## src/rtl/gbp_pkg.sv

```systemverilog
// gbp_pkg: shared types and constants for the gshare branch predictor.
// Holds the beat payload structs, counter constants and register indexes.
// No dependencies; every other file of the block imports this package.
`timescale 1ns / 1ps

package gbp_pkg;

    // Fixed field widths.
    localparam int PC_WIDTH  = 24;
    localparam int TOTAL_W   = 32;
    localparam int CFG_W     = 4;
    localparam int CFG_IDX_W = 2;

    // Configuration register indexes.
    localparam logic [CFG_IDX_W-1:0] CFG_INDEX_BITS   = 2'd0;
    localparam logic [CFG_IDX_W-1:0] CFG_HISTORY_BITS = 2'd1;

    // Register values after reset.
    localparam logic [CFG_W-1:0] RST_INDEX_BITS   = 4'd9;
    localparam logic [CFG_W-1:0] RST_HISTORY_BITS = 4'd3;

    // Three-bit saturating counters.
    localparam int              CNT_W    = 3;
    localparam logic [CNT_W-1:0] CNT_INIT = 3'd4;
    localparam logic [CNT_W-1:0] CNT_MAX  = 3'd7;
    localparam logic [CNT_W-1:0] CNT_MIN  = 3'd0;

    localparam logic [TOTAL_W-1:0] TOTAL_MAX = '1;

    typedef struct packed {
        logic [PC_WIDTH-1:0] branch_pc;
        logic                taken;
    } branch_t;

    typedef struct packed {
        logic               predicted_taken;
        logic               mispredicted;
        logic [TOTAL_W-1:0] prediction_total;
        logic [TOTAL_W-1:0] mispredict_total;
    } result_t;

endpackage

```

## src/rtl/gbp_index_hash.sv

```systemverilog
// gbp_index_hash: clamps the configured widths and forms the gshare index
// and the next global history. Purely combinational; uses gbp_pkg.
`timescale 1ns / 1ps

module gbp_index_hash
    import gbp_pkg::*;
#(
    parameter int IDX_W = 12
)
(
    input  logic [PC_WIDTH-1:0] pc,
    input  logic                taken,
    input  logic [IDX_W-1:0]    history,
    input  logic [CFG_W-1:0]    index_bits,
    input  logic [CFG_W-1:0]    history_bits,
    output logic [IDX_W-1:0]    index,
    output logic [IDX_W-1:0]    history_next
);

    localparam int CW = $clog2(IDX_W + 1);

    logic [CW-1:0]             m;
    logic [CW-1:0]             n;
    logic [IDX_W-1:0]          mmask;
    logic [IDX_W-1:0]          nmask;
    logic [IDX_W-1:0]          hist;
    logic [IDX_W-1:0]          top_bit;
    logic [PC_WIDTH+IDX_W-1:0] pc_ext;
    logic [IDX_W-1:0]          pc_idx;

    // The address is word aligned, so its two low bits are dropped.
    assign pc_ext = {{IDX_W{1'b0}}, pc};
    assign pc_idx = pc_ext[IDX_W+1:2];

    always_comb
    begin
        if (index_bits == '0)
        begin
            m = CW'(1);
        end
        else if (int'(index_bits) > IDX_W)
        begin
            m = CW'(IDX_W);
        end
        else
        begin
            m = CW'(index_bits);
        end

        if (history_bits == '0)
        begin
            n = CW'(1);
        end
        else if (int'(history_bits) > int'(m))
        begin
            n = m;
        end
        else
        begin
            n = CW'(history_bits);
        end

        for (int i = 0; i < IDX_W; i++)
        begin
            mmask[i] = (i < int'(m));
            nmask[i] = (i < int'(n));
        end

        hist         = history & nmask;
        index        = (pc_idx & mmask) ^ hist;
        top_bit      = taken ? (IDX_W'(1) << (n - CW'(1))) : '0;
        history_next = (hist >> 1) | top_bit;
    end

endmodule

```

## config.mk

```make
export PLATFORM = sky130hd
export DESIGN_NAME = gbp_index_hash
export DESIGN_NICKNAME = d
export VERILOG_FILES = /design/src/rtl/gbp_pkg.sv /design/src/rtl/gbp_index_hash.sv
export SDC_FILE = /design/constraint.sdc
export NUM_CORES = 1
export LEC_CHECK = 0
export ABC_CLOCK_PERIOD_IN_PS = 3130
export BUFFER_PORTS_ARGS = -buffer_cell sky130_fd_sc_hd__buf_2
export CORE_AREA = 2 2 47 49
export DETAILED_ROUTE_END_ITERATION = 7
export DIE_AREA = 0 0 49 51
export PLACE_DENSITY = 0.82
export SYNTH_ARGS = -nofsm -noshare
export SYNTH_HDL_FRONTEND = slang
export SYNTH_SLANG_ARGS = --single-unit
```

## constraint.sdc

```tcl
create_clock -name vclk -period 3.13
set_clock_uncertainty 0.05 [all_clocks]
set_input_delay 0.313 -clock vclk [all_inputs]
set_output_delay 0.313 -clock vclk [all_outputs]
set_load 0.05 [all_outputs]
```

==> results_dict.tcl <==
set metrics [dict create \
    layout_common_cells "buf_2 (38), buf_4 (28), nand2_1 (15)" \
    layout_commonest_cell "buf_2" \
    regArea_um2 0 \
    pwr_density_cell_nw_per_um2 351 \
    cp_data_arrival_time_ns 2.73 \
    cp.required_ns 2.77 \
    drtPass1Iterations 4 \
    holdPathStages 3 \
    vias 1129 \
    hpwl_um 2290 \
    crit_path_end_kind "output pin" \
    die_h_um 51 \
    max_freq_ghz 0.324 \
    synth_seq_area_share_pct 0 \
    drt_iter0_drc 23 \
    nClkBuffers 0 \
    n_sequential_cell 0 \
    fin_crit_ns 3.09 \
    drt.antenna.violating_nets 0 \
    final_nets 234 \
    grt_pass1_vias 1038 \
    synth_top_area_share_pct 10.6 \
    irDropWorstVdd_mv 0.301 \
    finalMaxSlewViolations 0 \
    slew_headroom_pct 51.5 \
    finalHoldViolCount 0 \
    setup_viol 0 \
    power.share.clock_pct 0 \
    power.total_uw 512 \
    grt.overflow.total 0 \
    gp_congestion 0.884 \
    p_sw_uw 319 \
    port_buffers 57 \
    finalSetupTns_ns 0 \
    period_share_pct 98.7 \
    die_x_um 49 \
    synth_area_um2 744 \
    holdBufCountCts 0 \
    hold_end "index[0]" \
    routed_wirelength_um 3090 \
    drc 0 \
    core-area_um2 2060 \
    start_kind "primary input" \
    max_slew.worst_pin.slew_ns 0.719 \
    vias_per_cell 5.35 \
    grt_start_max_net_pins 10 \
    cp_max_fo 8 \
    power_frac_seq_pct 0 \
    final_layout_size_suffix_gt1_share_pct 62.3 \
    ys_types 41 \
    ios 69 \
    yosysWarnings 0 \
    timing.hold.ws_ns 0.919 \
    status "finished clean" \
    syn-mean-instance-area_um2 7.02 \
    sw_frac_of_total_pct 62.3 \
    p_leak_uw 0.000676 \
    grt_usage_pct 21.7 \
    crit_type "primary input to output pin" \
    start_util_pct 36.1 \
    num_antenna_cells 0 \
    min_from "history[0]" \
    rows 17 \
    syn_nets 155 \
    hold_path_class "primary input to output pin" \
    grt_pass1_wl_um 4420 \
    wl_per_cell_um 14.6 \
    post-synth-top-area-cell "xor2_1" \
    power_frac_comb_pct 100.0 \
    maxCapViolations 0 \
    intPower_uw 193 \
    yosys-top-cells-area "xor2_1 (11%), nand2_1 (8.6%), ha_1 (6.7%)" \
    syn_to_final_growth_pct 96.0 \
    synthCells 106 \
    die_area_um2 2500 \
    antenna_found_initial 0 \
]
cells in the mapped netlist (2+ instances only):
master / instances
nand2_2: 2
or3_1: 2
nand4_1: 2
xnor2_1: 3
nand2_1: 17
xor2_1: 9
nand3_1: 6
o211ai_1: 3
nor2_1: 3
ha_1: 4
a21oi_1: 4
mux2_2: 2
nand3b_1: 2
inv_1: 4
nor2b_1: 2
nor3_1: 2
o21ai_1: 6
o21ai_0: 8
and3_1: 2
o31ai_1: 2
worst max-delay path by stage:
stage / slack (ns) / from / end / cells past startpoint
detailed placement: -0.05 / index_bits[3] / history_next[5] / 11
CTS: 0.002 / index_bits[3] / index[5] / 13
global route: -0.02 / index_bits[0] / history_next[10] / 14
finish: 0.04 / index_bits[0] / index[11] / 14
floorplan: -0.35 / index_bits[3] / history_next[4] / 8
global placement: 0.02 / index_bits[1] / history_next[5] / 11
metal layers:
metal,GRT usage (%),up-vias,routed length (um),share of wire (%)
met4,6.19,0,57,1.8
met2,40.9,32,1690,55
met1,26.6,548,1240,40
met3,1.46,6,101,3.3
met5,0,-,0,0
li1,-,543,-,-
timing repair:
item | in CTS | in global routing
setup endpoints to repair | 6 | 22
setup buffers | 2 | 4
resized for setup | 4 | 47
pin swaps | 0 | 9
per-stage QoR:
step | util [%] | area [um^2] | setup slack (ns) | std cells
2_1_floorplan | - | 817 | -0.345 | 106
3_3_place_gp | 60.5 | 1250 | 0.0190 | 205
3_5_place_dp | 60.5 | 1250 | -0.0505 | 205
4_1_cts | 61.7 | 1270 | 0.00214 | 207
5_1_grt | 70.7 | 1460 | -0.0198 | 211
6_report | 70.7 | 1460 | 0.0416 | 211
kinds of logic after synthesis:
logic type / after synthesis / synth area share [%]
mux: 5 / 9.24
simple gates: 46 / 34.6
xor+xnor: 12 / 14.1
compound gates: 33 / 32.1
fa+ha+maj: 4 / 6.72
buf+inv: 6 / 3.19
power by group through the flow:
stage / sequential [uW] / clock, uW / combinational, uW
finish: 0 / 0 / 512
global route: 0 / 0 / 538
CTS: 0 / 0 / 445
detailed placement: 0 / 0 / 433
global placement: 0 / 0 / 425
floorplan: 0 / 0 / 308
layout make-up:
cell class	count	area, um^2
Multi-Input combinational cell	100	876
Fill cell	158	604
Timing Repair Buffer	79	533
Tap cell	28	35.0
Inverter	4	15.0
critical path: stages:
cell and delay [ns]:
buf_2 0.10, a21boi_1 0.12, or2_1 0.29, ha_4 0.28
and4_4 0.25, a21oi_4 0.04, buf_12 0.15, buf_6 0.12
mux2i_4 0.18, buf_4 0.17, nor2_1 0.17, nand2_1 0.15
xor2_2 0.19, buf_4 0.19
Note: power is estimated with default switching activity, not from simulation.
